## config.mk

```make
export PLATFORM = sky130hd
export DESIGN_NAME = integer_to_radix_ascii
export DESIGN_NICKNAME = d
export VERILOG_FILES = /design/src/rtl/iira_pkg.sv /design/src/rtl/integer_to_radix_ascii.sv
export SDC_FILE = /design/constraint.sdc
export NUM_CORES = 1
export LEC_CHECK = 0
export BUFFER_PORTS_ARGS = -buffer_cell sky130_fd_sc_hd__buf_2
export CAP_MARGIN = 40
export CORE_MARGIN = 2
export CORE_UTILIZATION = 40
export CTS_BUF_LIST = sky130_fd_sc_hd__clkbuf_2 sky130_fd_sc_hd__clkbuf_4 sky130_fd_sc_hd__clkbuf_8
export DETAILED_ROUTE_END_ITERATION = 8
export PLACE_DENSITY = 0.63
export SETUP_SLACK_MARGIN = 0.5
export SLEW_MARGIN = 20
export SYNTH_ARGS = -nofsm -noshare
export SYNTH_HDL_FRONTEND = slang
export SYNTH_SLANG_ARGS = --single-unit
```

## constraint.sdc

```tcl
create_clock -name clk -period 11.16 [get_ports clk]
set_clock_uncertainty 0.2 [all_clocks]
set_input_delay 3.348 -clock clk [delete_from_list [all_inputs] [get_ports clk]]
set_output_delay 3.348 -clock clk [all_outputs]
set_load 0.005 [all_outputs]
```

## src/rtl/iira_pkg.sv

```systemverilog
// ============================================================================
// iira_pkg: shared types, constants and microprogram for the radix converter
// Holds the item structs, the radix codes, the digit table and the control
// store that sequences conversion and character emission.
// ============================================================================
`default_nettype none

package iira_pkg;

    // Width of the input integer and the default number of bits converted.
    localparam int VALUE_WIDTH      = 63;
    localparam int VALUE_BITS_DEF   = 63;

    // Radix codes carried in the func field.
    localparam logic [1:0] FUNC_OCT = 2'd0;
    localparam logic [1:0] FUNC_DEC = 2'd1;
    localparam logic [1:0] FUNC_HEX = 2'd2;

    // Characters other than digits.
    localparam logic [6:0] CHAR_ZERO = 7'h30;
    localparam logic [6:0] CHAR_X    = 7'h78;

    // Lower-case digit characters, indexed by the digit value.
    localparam logic [6:0] DIGIT_CHARS [16] = '{
        7'h30, 7'h31, 7'h32, 7'h33, 7'h34, 7'h35, 7'h36, 7'h37,
        7'h38, 7'h39, 7'h61, 7'h62, 7'h63, 7'h64, 7'h65, 7'h66
    };

    typedef struct packed {
        logic [VALUE_WIDTH-1:0] value;
        logic [1:0]             func;
    } cmd_t;

    typedef struct packed {
        logic [6:0] char_code;
        logic       last;
    } result_t;

    // Datapath operations.
    localparam logic [2:0] OP_NONE       = 3'd0;
    localparam logic [2:0] OP_LOAD       = 3'd1;
    localparam logic [2:0] OP_SHIFT      = 3'd2;
    localparam logic [2:0] OP_EMIT_ZERO  = 3'd3;
    localparam logic [2:0] OP_EMIT_X     = 3'd4;
    localparam logic [2:0] OP_DROP       = 3'd5;
    localparam logic [2:0] OP_EMIT_DIGIT = 3'd6;

    // Jump conditions.
    localparam logic [2:0] COND_NEVER       = 3'd0;
    localparam logic [2:0] COND_ALWAYS      = 3'd1;
    localparam logic [2:0] COND_NO_START    = 3'd2;
    localparam logic [2:0] COND_BAD_FUNC    = 3'd3;
    localparam logic [2:0] COND_MORE_BITS   = 3'd4;
    localparam logic [2:0] COND_NOT_HEX     = 3'd5;
    localparam logic [2:0] COND_LEAD_ZERO   = 3'd6;
    localparam logic [2:0] COND_MORE_DIGITS = 3'd7;

    // Step addresses of the microprogram.
    localparam int STEP_BITS = 4;
    localparam logic [STEP_BITS-1:0] STEP_IDLE = 4'd0;
    localparam logic [STEP_BITS-1:0] STEP_CHKF = 4'd1;
    localparam logic [STEP_BITS-1:0] STEP_CONV = 4'd2;
    localparam logic [STEP_BITS-1:0] STEP_HEXQ = 4'd3;
    localparam logic [STEP_BITS-1:0] STEP_PFX0 = 4'd4;
    localparam logic [STEP_BITS-1:0] STEP_PFXX = 4'd5;
    localparam logic [STEP_BITS-1:0] STEP_SKIP = 4'd6;
    localparam logic [STEP_BITS-1:0] STEP_EMIT = 4'd7;
    localparam logic [STEP_BITS-1:0] STEP_DONE = 4'd8;

    typedef struct packed {
        logic [2:0]           op;
        logic [2:0]           cond;
        logic [STEP_BITS-1:0] target;
    } ucode_t;

    // The control store: one word per step. When the condition holds the
    // sequencer jumps to the target, otherwise it falls through.
    function automatic ucode_t ucode_rom(input logic [STEP_BITS-1:0] step);
        ucode_t w;
        case (step)
            STEP_IDLE: w = '{OP_LOAD,       COND_NO_START,    STEP_IDLE};
            STEP_CHKF: w = '{OP_NONE,       COND_BAD_FUNC,    STEP_IDLE};
            STEP_CONV: w = '{OP_SHIFT,      COND_MORE_BITS,   STEP_CONV};
            STEP_HEXQ: w = '{OP_NONE,       COND_NOT_HEX,     STEP_SKIP};
            STEP_PFX0: w = '{OP_EMIT_ZERO,  COND_NEVER,       STEP_IDLE};
            STEP_PFXX: w = '{OP_EMIT_X,     COND_NEVER,       STEP_IDLE};
            STEP_SKIP: w = '{OP_DROP,       COND_LEAD_ZERO,   STEP_SKIP};
            STEP_EMIT: w = '{OP_EMIT_DIGIT, COND_MORE_DIGITS, STEP_EMIT};
            STEP_DONE: w = '{OP_NONE,       COND_ALWAYS,      STEP_IDLE};
            default:   w = '{OP_NONE,       COND_ALWAYS,      STEP_IDLE};
        endcase
        return w;
    endfunction

endpackage

`default_nettype wire

```

## src/rtl/integer_to_radix_ascii.sv

```systemverilog
// The characters of an item come out after the bit-serial conversion loop, the 0x prefix for
// hex and the leading zero skip. A new item is taken only once the last one is finished (busy
// is low); an unused radix code ends the item at the radix check step with no characters.
// The receiver cannot stall: each character is on the result ports for exactly one cycle.
// Reset returns the sequencer to its idle step and clears the result strobe.
// ============================================================================
// integer_to_radix_ascii: integer to octal, decimal or hexadecimal text
// A microcoded sequencer converts the integer bit-serially into a chain of
// radix digits, then emits them most significant first as ASCII, hex after a 0x prefix.
// ============================================================================
`default_nettype none

module integer_to_radix_ascii #(
    parameter int VALUE_BITS = iira_pkg::VALUE_BITS_DEF
) (
    input  wire logic             clk,
    input  wire logic             rst_n,
    input  wire logic             start,
    output logic                  busy,
    input  wire iira_pkg::cmd_t   cmd,
    output logic                  result_valid,
    output iira_pkg::result_t     result
);

    import iira_pkg::*;

    // Octal needs the most digits, so it sizes the digit chain.
    localparam int NDIG = (VALUE_BITS + 2) / 3;
    localparam int DW   = 4 * NDIG;
    localparam int BCW  = $clog2(VALUE_BITS + 1);
    localparam int RW   = $clog2(NDIG + 1);

    // Sequencer state.
    logic [STEP_BITS-1:0]  pc_reg, pc_next;
    ucode_t                uword;
    logic                  cond_true;

    // Datapath registers.
    logic [VALUE_BITS-1:0] value_reg, value_next;
    logic [DW-1:0]         digits_reg, digits_next;
    logic [1:0]            func_reg, func_next;
    logic [BCW-1:0]        bit_cnt_reg, bit_cnt_next;
    logic [RW-1:0]         rem_reg, rem_next;
    logic                  result_valid_reg, result_valid_next;
    result_t               result_reg, result_next;

    // Derived datapath signals.
    logic                  accept;
    logic [3:0]            top_digit;
    logic                  lead_zero;
    logic                  last_digit;
    logic [3:0]            half;
    logic [3:0]            adj;
    logic [DW-1:0]         corrected;

    assign uword      = ucode_rom(pc_reg);
    assign busy       = (pc_reg != STEP_IDLE);
    assign accept     = start && !busy;
    assign top_digit  = digits_reg[DW-1 -: 4];
    assign last_digit = (rem_reg == RW'(1));
    assign lead_zero  = (top_digit == 4'd0) && !last_digit;

    // A digit of radix r is doubled with carry by first adding (16 - r) / 2
    // when it is at least r / 2, then shifting the whole chain one place.
    always_comb
    begin
        case (func_reg)
            FUNC_OCT:
            begin
                half = 4'd4;
                adj  = 4'd4;
            end
            FUNC_DEC:
            begin
                half = 4'd5;
                adj  = 4'd3;
            end
            default:
            begin
                half = 4'd8;
                adj  = 4'd0;
            end
        endcase
    end

    always_comb
    begin
        for (int i = 0; i < NDIG; i++)
        begin
            if (digits_reg[4*i +: 4] >= half)
                corrected[4*i +: 4] = digits_reg[4*i +: 4] + adj;
            else
                corrected[4*i +: 4] = digits_reg[4*i +: 4];
        end
    end

    // Jump condition selected by the current control word.
    always_comb
    begin
        case (uword.cond)
            COND_NEVER:       cond_true = 1'b0;
            COND_ALWAYS:      cond_true = 1'b1;
            COND_NO_START:    cond_true = !start;
            COND_BAD_FUNC:    cond_true = !(func_reg inside {FUNC_OCT, FUNC_DEC, FUNC_HEX});
            COND_MORE_BITS:   cond_true = (bit_cnt_reg != BCW'(1));
            COND_NOT_HEX:     cond_true = (func_reg != FUNC_HEX);
            COND_LEAD_ZERO:   cond_true = lead_zero;
            COND_MORE_DIGITS: cond_true = !last_digit;
            default:          cond_true = 1'b0;
        endcase
        pc_next = cond_true ? uword.target : pc_reg + STEP_BITS'(1);
    end

    // Datapath operations selected by the current control word.
    always_comb
    begin
        value_next        = value_reg;
        digits_next       = digits_reg;
        func_next         = func_reg;
        bit_cnt_next      = bit_cnt_reg;
        rem_next          = rem_reg;
        result_valid_next = 1'b0;
        result_next       = result_reg;
        case (uword.op)
            OP_LOAD:
            begin
                // Only the accepting cycle loads; bits above VALUE_BITS are dropped.
                if (start)
                begin
                    value_next   = cmd.value[VALUE_BITS-1:0];
                    func_next    = cmd.func;
                    digits_next  = '0;
                    bit_cnt_next = BCW'(VALUE_BITS);
                    rem_next     = RW'(NDIG);
                end
            end
            OP_SHIFT:
            begin
                digits_next  = {corrected[DW-2:0], value_reg[VALUE_BITS-1]};
                value_next   = {value_reg[VALUE_BITS-2:0], 1'b0};
                bit_cnt_next = bit_cnt_reg - BCW'(1);
            end
            OP_EMIT_ZERO:
            begin
                result_valid_next     = 1'b1;
                result_next.char_code = CHAR_ZERO;
                result_next.last      = 1'b0;
            end
            OP_EMIT_X:
            begin
                result_valid_next     = 1'b1;
                result_next.char_code = CHAR_X;
                result_next.last      = 1'b0;
            end
            OP_DROP:
            begin
                // Leading zeros are discarded, but the final digit always stays.
                if (lead_zero)
                begin
                    digits_next = {digits_reg[DW-5:0], 4'd0};
                    rem_next    = rem_reg - RW'(1);
                end
            end
            OP_EMIT_DIGIT:
            begin
                result_valid_next     = 1'b1;
                result_next.char_code = DIGIT_CHARS[top_digit];
                result_next.last      = last_digit;
                digits_next           = {digits_reg[DW-5:0], 4'd0};
                rem_next              = rem_reg - RW'(1);
            end
            default:
            begin
            end
        endcase
    end

    always_ff @(posedge clk or negedge rst_n)
    begin
        if (!rst_n)
        begin
            pc_reg           <= STEP_IDLE;
            result_valid_reg <= 1'b0;
        end
        else
        begin
            pc_reg           <= pc_next;
            result_valid_reg <= result_valid_next;
        end
    end

    always_ff @(posedge clk)
    begin
        value_reg   <= value_next;
        digits_reg  <= digits_next;
        func_reg    <= func_next;
        bit_cnt_reg <= bit_cnt_next;
        rem_reg     <= rem_next;
        result_reg  <= result_next;
    end

    assign result_valid = result_valid_reg;
    assign result       = result_reg;

`ifndef NO_ASSERTIONS
    // A character is only ever delivered while an item is in progress.
    a_result_in_item: assert property (@(posedge clk) disable iff (!rst_n)
        result_valid |-> busy)
        else $error("result strobe outside an item");

    // The final character of a string is never followed at once by another.
    a_last_ends: assert property (@(posedge clk) disable iff (!rst_n)
        (result_valid && result.last) |=> !result_valid)
        else $error("character after the last one");

    // An accepted item always enters the radix check step next.
    a_accept_seq: assert property (@(posedge clk) disable iff (!rst_n)
        accept |=> (pc_reg == STEP_CHKF))
        else $error("sequencer did not start the item");

    // The conversion loop never runs with an exhausted bit count.
    a_bits_left: assert property (@(posedge clk) disable iff (!rst_n)
        (pc_reg == STEP_CONV) |-> (bit_cnt_reg != '0))
        else $error("conversion loop ran past the last bit");

    // Digit scanning always has at least one digit left to send.
    a_digits_left: assert property (@(posedge clk) disable iff (!rst_n)
        ((pc_reg == STEP_SKIP) || (pc_reg == STEP_EMIT)) |-> (rem_reg != '0))
        else $error("digit scan with no digits left");
`endif

endmodule

`default_nettype wire
```

==> summary.txt, run 1 <==
Clock network
  – CTS Hold Buffers Added: 0
  – CTS clock-pin slew for the worst setup and hold paths: 110 ps
  – Number of buffers created by CTS: 17
  – Clk root buf: clkbuf_8
  – CTS tree: done
  – Setup bufs post-CTS: 0
  – CTS max path bufs: 2
  – CTS Sinks: 172
  – H-tree depth: 4
  – Clk_lat worst skew: 480 ps
  – PostCTS Resize Cnt: 0

Critical path
  – R2R setup slack: 7640 ps
  – Reg2Reg Launch Point: pc_reg[1]$_DFF_PN0_
  – Critical path arrival: 1850 ps
  – Worst Setup Start Kind: flop
  – Max Fanout on Critical Path: 10
  – Critical path required time: 7610 ps
  – Worst R2R Path Depth: 11
  – Critical path type: flop to output port
  – Reg-to-reg endpoint: digits_reg[22]$_DFFE_PP_
  – Worst setup EP type: output port

Status
  – Status: finished, final reports clean

Route
  – Via count: 7,965
  – Routed Antenna Nets: 0
  – Post-Route WL: 22.3 mm
  – WL/cell: 14.6 um
  – Iter 0 DRT Violations: 542
  – Drt pass-1 iters: 5
  – Vias per cell: 5.20
  – DRC viols: 0

Layout
  – Area growth syn-to-layout: 11.1%
  – NumNets Final: 1,346
  – Most frequent cells in the layout: 324 x nand2_1, 167 x edfxtp_1, 131 x o21ai_0, 99 x ha_1, 76 x buf_2
  – Fin area: 12,100 um^2
  – Commonest non-fill, non-tap cell in the layout: nand2_1
  – Share of post-route cells with drive strength above 1: 0.120
  – Util after Layout: 0.452
  – Max reg flops: 84
  – Antenna Diode Count: 0

Yosys
  – Syn Area/Cell: 9.74 um^2
  – Ys flop type: edfxtp_1
  – Yosys cell types: 52
  – Cell taking the most area after synthesis: edfxtp_1
  – Register bit total from synthesis: 172
  – Post-synth ARST share: 0.0291
  – Synth top area cells: edfxtp_1 46%, ha_1 11%, nand2_1 11%
  – Synth top area share: 0.459
  – Synth warn: 0
  – Synth Net Count: 1,290
  – EDFF count, synth: 167
  – Sequential element share of the synthesized area: 0.470
  – Cells after synthesis: 1,123
  – Netlist Area Pre-Place: 10,900 um^2

STA
  – Fin crit period: 5400 ps
  – Tightest Pin Transition: 824 ps
  – RSZ-0062 raised after global routing: false
  – Setup Viol. Count Final: 0
  – Headroom to the max-slew limit: 0.450
  – Crit path setup slack, layout: 5760 ps
  – Final hold violations: 0
  – Max Clock Freq: 185 MHz
  – Tcrit/Tclk final: 0.484
  – Max Slew Vio Count: 0
  – Setup TNS: 0 ps

Die
  – Core Area: 26,900 um^2
  – Row count: 60
  – Initial core utilization: 0.407
  – DIE HEIGHT: 169 um
  – Die Width: 169 um
  – I/O pin total: 78
  – Die area: 28,700 um^2

Global routing
  – Global-route wire length before repair: 37.0 mm
  – Tot GR Track Use: 0.158
  – Largest net degree at the start of global routing: 79
  – Global route overflow: 0
  – Vias in the first global route: 7,604
  – Initial antenna violation count: 0

Placed design
  – Routability cong.: 0.748
  – Setup slack at placement: 6010 ps
  – PortBufs: 76
  – Dpl cell area: 11,700 um^2
  – Final HPWL DP: 13.9 mm

Worst hold path
  – Min-Delay Endpoint: value_reg[54]$_DFFE_PP_
  – Hold_sp: value_reg[53]$_DFFE_PP_
  – Hold Crit Class: flop to flop
  – WHS Path Cells: 2

Power and ir drop
  – PwrDens: 334 nW/um^2
  – Leak: 4.87 nW
  – Max rail drop VDD: 0.000359 V

Run
  – Max-cap viol count: 0
## power breakdown
| group | total (mW) | switching [mW] | internal [mW] | leakage, nW |
|---|---|---|---|---|
| logic | 1.99 | 1.23 | 0.766 | 3.00 |
| clock network | 0.469 | 0.276 | 0.193 | 0.214 |
| registers | 1.60 | 0.276 | 1.32 | 1.66 |
## cells in the mapped netlist (2+ instances only)
master,number
or3b_2,2
clkbuf_1,25
mux2i_1,45
buf_1,7
or4_1,2
and2_1,22
nor4b_1,20
inv_1,11
and3_2,2
nor2b_1,3
o21ai_1,12
o21bai_1,2
nand2b_1,6
o21ai_0,131
a21o_1,2
a21oi_1,48
nor3_1,4
dfrtp_1,5
edfxtp_1,167
a211oi_1,3
ha_1,99
xor2_1,41
buf_4,2
buf_2,19
nor2_1,44
nand3_1,2
nand2_1,325
xnor2_1,46
and3_1,3
## through the flow
stage / hold slack [ps] / total power, mW / cells
after floorplan: 284 / 3.11 / 1123
after global placement: 288 / 3.50 / 1498
after detailed placement: 293 / 3.60 / 1500
after CTS: 315 / 4.09 / 1532
after global routing: 335 / 4.42 / 1533
final: 309 / 4.06 / 1533
## area by class of cell
cell class,instances,area [um^2]
clock buffer,17,234
timing repair buffer,91,553
clock inverter,15,193
tap,341,427
inverter,11,41.3
fill,2574,14700
sequential,172,5140
multi-input combinational,886,5560
## per-layer routing
| layer | track usage | wire (um) | up-vias |
|---|---|---|---|
| met2 | 0.255 | 10400 | 138 |
| li1 | - | - | 4032 |
| met4 | 0.0435 | 227 | 0 |
| met3 | 0.0243 | 733 | 18 |
| met1 | 0.222 | 11000 | 3777 |
| met5 | 0 | 0 | - |
## worst max-delay path by stage
stage	end	cells past startpoint	slack (ps)	from
final	busy	4	5760	pc_reg[1]$_DFF_PN0_
after global routing	busy	4	5650	pc_reg[1]$_DFF_PN0_
after CTS	busy	4	5720	pc_reg[1]$_DFF_PN0_
after detailed placement	digits_reg[43]$_DFFE_PP_	6	6010	start
after global placement	digits_reg[43]$_DFFE_PP_	5	5870	start
after floorplan	digits_reg[0]$_DFFE_PP_	3	3160	start
## critical path, cell delays in order, from the launching register on
cell and delay [ps]:
dfrtp_1 500, inv_1 140, ha_1 170, or3b_2 440, buf_2 140
## kinds of logic after synthesis
| logic type | share of synthesized area |
|---|---|
| xor gates and xnor gates | 0.0697 |
| DFF | 0.470 |
| muxes | 0.0426 |
| buffers and inverters | 0.0259 |
| and+or+nand+nor | 0.177 |
| AOI/OAI and AO/OA | 0.102 |
| other | 0.000343 |
| adders and majority gates | 0.113 |
No activity file was read; power rests on OpenSTA's default activity.
==> inputs of run 2 (changes only) <==
ABC_AREA = 1   (was default)
clock period = 5.1 ns   (was 11.16 ns; I/O delays follow)
==> summary.txt, run 2 <==
Layout
  – Commonest non-fill, non-tap cell in the layout: nand2_1
  – Share of post-route cells with drive strength above 1: 0.0799
  – Max reg flops: 84
  – Most frequent cells in the layout: 677 x nand2_1, 175 x inv_1, 167 x edfxtp_1, 155 x nand3_1, 99 x ha_1
  – Area growth syn-to-layout: 10.5%
  – Fillers: 2,817
  – Antenna Diode Count: 0
  – NumNets Final: 1,794
  – Util after Layout: 0.452
  – Fin area: 13,100 um^2

Route
  – DRC viols: 0
  – Via count: 10,000
  – Post-Route WL: 25.9 mm
  – Vias per cell: 4.94
  – Iter 0 DRT Violations: 679
  – Drt pass-1 iters: 5
  – Routed Antenna Nets: 0
  – WL/cell: 12.8 um

STA
  – Tightest Pin Transition: 842 ps
  – Fin crit period: 3630 ps
  – Tcrit/Tclk final: 0.712
  – Final hold violations: 0
  – RSZ-0062 raised after global routing: false
  – Setup TNS: 0 ps
  – Max Clock Freq: 276 MHz
  – Setup Viol. Count Final: 0
  – Crit path setup slack, layout: 1470 ps
  – Headroom to the max-slew limit: 0.438
  – Max Slew Vio Count: 0

Power and ir drop
  – Internal power: 1.93 mW
  – Leak: 6.68 nW
  – Part of the power in combinational logic: 0.011
  – Switching Fraction: 0.251
  – Sequential fraction of design power: 0.593
  – Psw: 0.646 mW
  – Max rail drop VDD: 0.000180 V
  – Clock power frac: 0.396
  – PwrDens: 197 nW/um^2

Yosys
  – Synth warn: 0
  – Synth top area share: 0.424
  – Syn Area/Cell: 7.56 um^2
  – Cell with the most instances after synthesis: nand2_1
  – Post-synth ARST share: 0.0291
  – Synth Net Count: 1,733
  – Ys flop type: edfxtp_1
  – Synth top area cells: edfxtp_1 42%, nand2_1 21%, ha_1 10%
  – Cell taking the most area after synthesis: edfxtp_1
  – Commonest cells in the netlist: 677 x nand2_1, 175 x inv_1, 167 x edfxtp_1
  – Register bit total from synthesis: 172
  – Netlist Area Pre-Place: 11,800 um^2
  – Sequential element share of the synthesized area: 0.434
  – Cells after synthesis: 1,566
  – Yosys cell types: 29
  – EDFF count, synth: 167

Clock network
  – Setup bufs post-CTS: 0
  – CTS clock-pin slew for the worst setup and hold paths: 130 ps
  – CTS tree: done
  – CTS Hold Buffers Added: 0
  – PostCTS Resize Cnt: 0
  – Clk root buf: clkbuf_8
  – CTS Sinks: 172
  – Clk_lat worst skew: 480 ps
  – CTS max path bufs: 2
  – Number of buffers created by CTS: 17
  – H-tree depth: 4

Critical path
  – CP most frequent cell: inv_1
  – Critical path arrival: 3650 ps
  – Delay-heaviest family, CP: buffers and inverters
  – Slowest-stage cell, CP: dfrtp_1
  – Worst Setup Start Kind: flop
  – Worst setup EP type: flop
  – Crit-path cells: inv_1, ha_1, nand2_1, inv_1, nor3_1, inv_1, ha_1, o21ai_1, inv_2, buf_4, nand2_1, o21ai_0
  – Worst stage delay on the critical path: 470 ps
  – Max Fanout on Critical Path: 42
  – Critical path type: flop to flop
  – Critical path required time: 5120 ps
  – Critical path buffer and inverter count: 5

Global routing
  – Tot GR Track Use: 0.173
  – Vias in the first global route: 9,575
  – Largest net degree at the start of global routing: 85
  – Global-route wire length before repair: 44.3 mm
  – Global route overflow: 0
  – Initial antenna violation count: 0

Worst hold path
  – Hold Crit Class: flop to flop

Die
  – Core Area: 28,900 um^2
  – Die area: 31,000 um^2
  – Die Width: 176 um
  – Row count: 62
  – DIE HEIGHT: 176 um
  – I/O pin total: 78
  – Initial core utilization: 0.409

Placed design
  – Setup slack at placement: 1530 ps
  – Routability cong.: 0.791
  – Dpl cell area: 12,600 um^2
  – PortBufs: 76
  – Final HPWL DP: 17.0 mm

Status
  – Status: finished, final reports clean

Run
  – Max-cap viol count: 0
[run 2: cell count changes after synthesis, sizes merged, moves of 44 or more]
cell / previous run / this run
nand3: 2 / 155
mux2i: 45 / 0
o21ai: 143 / 37
xnor2: 46 / 2
nand2: 325 / 678
inv: 11 / 179
[run 2: area by class of cell]
cell class                 instances  area, um^2  area share
tap                              384         480      0.0367
clock inverter                    15         199      0.0152
timing repair buffer              88         523      0.0400
sequential                       172        5140       0.393
inverter                         179         674      0.0516
clock buffer                      17         234      0.0179
multi-input combinational       1169        5830       0.446
[run 2: through the flow]
step	hold slack (ps)	power, mW	cells
finish	314	2.57	2024
global route	339	2.66	2024
CTS	319	2.61	2024
detailed placement	301	1.59	1992
global placement	292	1.59	1990
floorplan	287	1.56	1566
[run 2: power groups by stage]
stage | combinational [mW] | sequential (mW) | clock (mW)
floorplan | 0.00137 | 1.56 | 0
global placement | 0.0287 | 1.56 | 0
detailed placement | 0.0284 | 1.56 | 0
CTS | 0.0285 | 1.52 | 1.06
global route | 0.0310 | 1.52 | 1.10
finish | 0.0280 | 1.52 | 1.02
[run 2: path summary, 6_finish.rpt]
| kind | from | end | slack [ps] | cells after the start |
|---|---|---|---|---|
| max reg2reg | pc_reg[1]$_DFF_PN0_ | digits_reg[26]$_DFFE_PP_ | 1470 | 12 |
| max in group asynchronous | rst_n | pc_reg[0]$_DFF_PN0_ | 3890 | 1 |
| min reg2reg | value_reg[28]$_DFFE_PP_ | value_reg[29]$_DFFE_PP_ | 310 | 2 |
| max | pc_reg[1]$_DFF_PN0_ | digits_reg[26]$_DFFE_PP_ | 1470 | 12 |
| min in group asynchronous | rst_n | pc_reg[3]$_DFF_PN0_ | 660 | 1 |
| min | value_reg[28]$_DFFE_PP_ | value_reg[29]$_DFFE_PP_ | 310 | 2 |
[run 2: worst reg2reg max path, stage by stage, from the launching register on]
cell and delay, ps:
dfrtp_1 470, inv_1 130, ha_1 310, nand2_1 70, inv_1 40, nor3_1 260, inv_1 130, ha_1 290
o21ai_1 410, inv_2 430, buf_4 450, nand2_1 120, o21ai_0 80
[run 2: per-layer routing]
layer,routed length (um),GRT usage
met5,0,0
met4,278,0.0492
met3,894,0.0271
met2,12300,0.297
met1,12400,0.225
[run 2: kinds of logic after synthesis]
group,count (synthesis),synth area share
buffers and inverters,225,0.0764
xor gates and xnor gates,4,0.00296
DFF,172,0.434
and+or+nand+nor,934,0.321
adders and majority gates,99,0.105
other,1,0.000317
AOI/OAI and AO/OA,131,0.0604
==> inputs of run 3 (changes only) <==
ABC_AREA = 0   (was 1)
PLACE_DENSITY = 0.65   (was 0.63)
clock period = 2.91 ns   (was 5.1 ns; I/O delays follow)
==> summary.txt, run 3 (synthesis gave the netlist of run 1 again) <==
Layout
  – Area growth syn-to-layout: 44.4%
  – Share of post-route cells with drive strength above 1: 0.362
  – Fillers: 2,077
  – NumNets Final: 1,483
  – Fin area: 15,800 um^2
  – Antenna Diode Count: 0
  – Max reg flops: 84
  – Commonest non-fill, non-tap cell in the layout: nand2_1
  – Most frequent cells in the layout: 223 x nand2_1, 167 x edfxtp_1, 80 x ha_1, 75 x buf_2, 63 x o21ai_1

Clock network
  – CTS Sinks: 172
  – CTS tree: done
  – H-tree depth: 4
  – CTS clock-pin slew for the worst setup and hold paths: 120 ps
  – Number of buffers created by CTS: 17
  – CTS max path bufs: 2
  – Clk_lat worst skew: 500 ps
  – Clk root buf: clkbuf_8

Critical path
  – Critical path arrival: 2760 ps
  – Crit-path cells: inv_2, ha_4, nand2b_4, a21o_1, buf_6, ha_4, buf_4, o311a_4, nor2b_4, buf_12, buf_8, buf_12, buf_16
  – Critical path buffer and inverter count: 7
  – R2R setup slack: 150 ps
  – Critical path required time: 2920 ps
  – Stages on worst setup path: 13
  – Worst setup EP type: flop
  – Critical path type: flop to flop
  – Reg2Reg Launch Point: pc_reg[1]$_DFF_PN0_
  – Reg-to-reg endpoint: digits_reg[45]$_DFFE_PP_
  – Worst stage delay on the critical path: 430 ps
  – Delay-heaviest family, CP: buffers and inverters
  – Worst R2R Path Depth: 13
  – Slowest-stage cell, CP: dfrtp_2
  – CP endpoint: digits_reg[45]$_DFFE_PP_
  – Max Fanout on Critical Path: 7
  – Worst Setup Start Kind: flop
  – Crit. Startpoint: pc_reg[1]$_DFF_PN0_

Route
  – Via count: 9,150
  – Drt pass-1 iters: 7
  – Iter 0 DRT Violations: 695
  – Vias per cell: 5.48
  – WL/cell: 18.8 um
  – DRC viols: 0
  – Post-Route WL: 31.5 mm
  – Routed Antenna Nets: 0

Global routing
  – Global-route wire length before repair: 46.6 mm
  – Tot GR Track Use: 0.204
  – Global route overflow: 0
  – Largest net degree at the start of global routing: 37
  – Vias in the first global route: 8,926
  – Initial antenna violation count: 1

Die
  – Die area: 28,700 um^2
  – Die Width: 169 um
  – I/O pin total: 78
  – Core Area: 26,900 um^2
  – Initial core utilization: 0.407
  – DIE HEIGHT: 169 um
  – Row count: 60

Placed design
  – Routability cong.: 0.802
  – Dpl cell area: 12,400 um^2
  – Final HPWL DP: 15.5 mm
  – PortBufs: 76

Worst hold path
  – Hold Crit Class: flop to flop
  – WHS Path Cells: 2

Run
  – Max-cap viol count: 0

STA
  – Max Slew Vio Count: 0
  – Tightest Pin Transition: 565 ps
  – RSZ-0062 raised after global routing: true
  – Fin crit period: 2760 ps
  – Max Clock Freq: 363 MHz
  – Setup Viol. Count Final: 0
  – Tcrit/Tclk final: 0.947
  – Final hold violations: 0
  – Headroom to the max-slew limit: 0.618

Status
  – Status: finished, final reports clean
==> run 3: changes by cell type in the layout (fill, tap and decap cells not counted), sizes merged, moves of 34 or more <==
| cell | delta |
|---|---|
| xor2 | +39 |
| inv | -164 |
| nand3 | -153 |
| o21ai | +106 |
| xnor2 | +44 |
| nor2 | -34 |
| nand2 | -353 |
| mux2i | +45 |
| buf | +128 |
==> run 3: worst reg2reg max path, delay by kind of cell, from the launching register on <==
kind / cells / cell delay (ps)
AND/OR/NAND/NOR: 2 / 290
AO/OA/AOI/OAI: 2 / 340
buffers and inverters: 7 / 840
flip-flops: 1 / 430
adder cells (fa/ha/maj): 2 / 380
==> run 3: cell type report <==
class	instances	area (um^2)	area share
Multi-Input combinational cell	886	6760	0.428
Clock inverter	15	211	0.0134
Timing Repair Buffer	228	2970	0.188
Inverter	11	50.0	0.00317
Tap cell	341	427	0.0270
Sequential cell	172	5140	0.326
Clock buffer	17	234	0.0148
==> run 3: timing repair <==
action                                 4_1_cts  5_1_grt
endpoints found under the hold margin        5        0
setup endpoints to repair                  323      329
hold buffers                                 1        0
pin swaps                                   18       18
setup buffers                               56       10
resized for setup                          159      151
cloned                                      37       15
==> run 3: how the worst min path moves through the flow <==
stage | slack, ps | endpoint | start
finish | 320 | value_reg[20]$_DFFE_PP_ | value_reg[19]$_DFFE_PP_
global route | 340 | func_reg[0]$_DFFE_PP_ | cmd[0]
CTS | 320 | value_reg[20]$_DFFE_PP_ | value_reg[19]$_DFFE_PP_
detailed placement | 290 | value_reg[52]$_DFFE_PP_ | value_reg[51]$_DFFE_PP_
global placement | 290 | value_reg[1]$_DFFE_PP_ | value_reg[0]$_SDFFCE_PP0P_
floorplan | 280 | value_reg[10]$_DFFE_PP_ | value_reg[9]$_DFFE_PP_
==> run 3: metal layers <==
layer / global-route usage / share of wire
met5: 0 / 0.00041
met4: 0.0502 / 0.014
met3: 0.0315 / 0.051
met2: 0.343 / 0.49
met1: 0.277 / 0.45
==> run 3: stage by stage <==
stage | setup WS, ps | TNS, ps | utilization | cells | hold slack, ps
2_1_floorplan | -409 | -70950 | - | 1123 | 284
3_3_place_gp | 217 | 0 | 0.463 | 1519 | 288
3_5_place_dp | 179 | 0 | 0.463 | 1519 | 294
4_1_cts | 213 | 0 | 0.555 | 1645 | 324
5_1_grt | 84.0 | 0 | 0.587 | 1670 | 341
6_report | 155 | 0 | 0.587 | 1670 | 322
Power of run 3 is left out: the tool's default activity adds up to more than one toggle a clock period on the data nets, which glitch-free logic cannot reach.
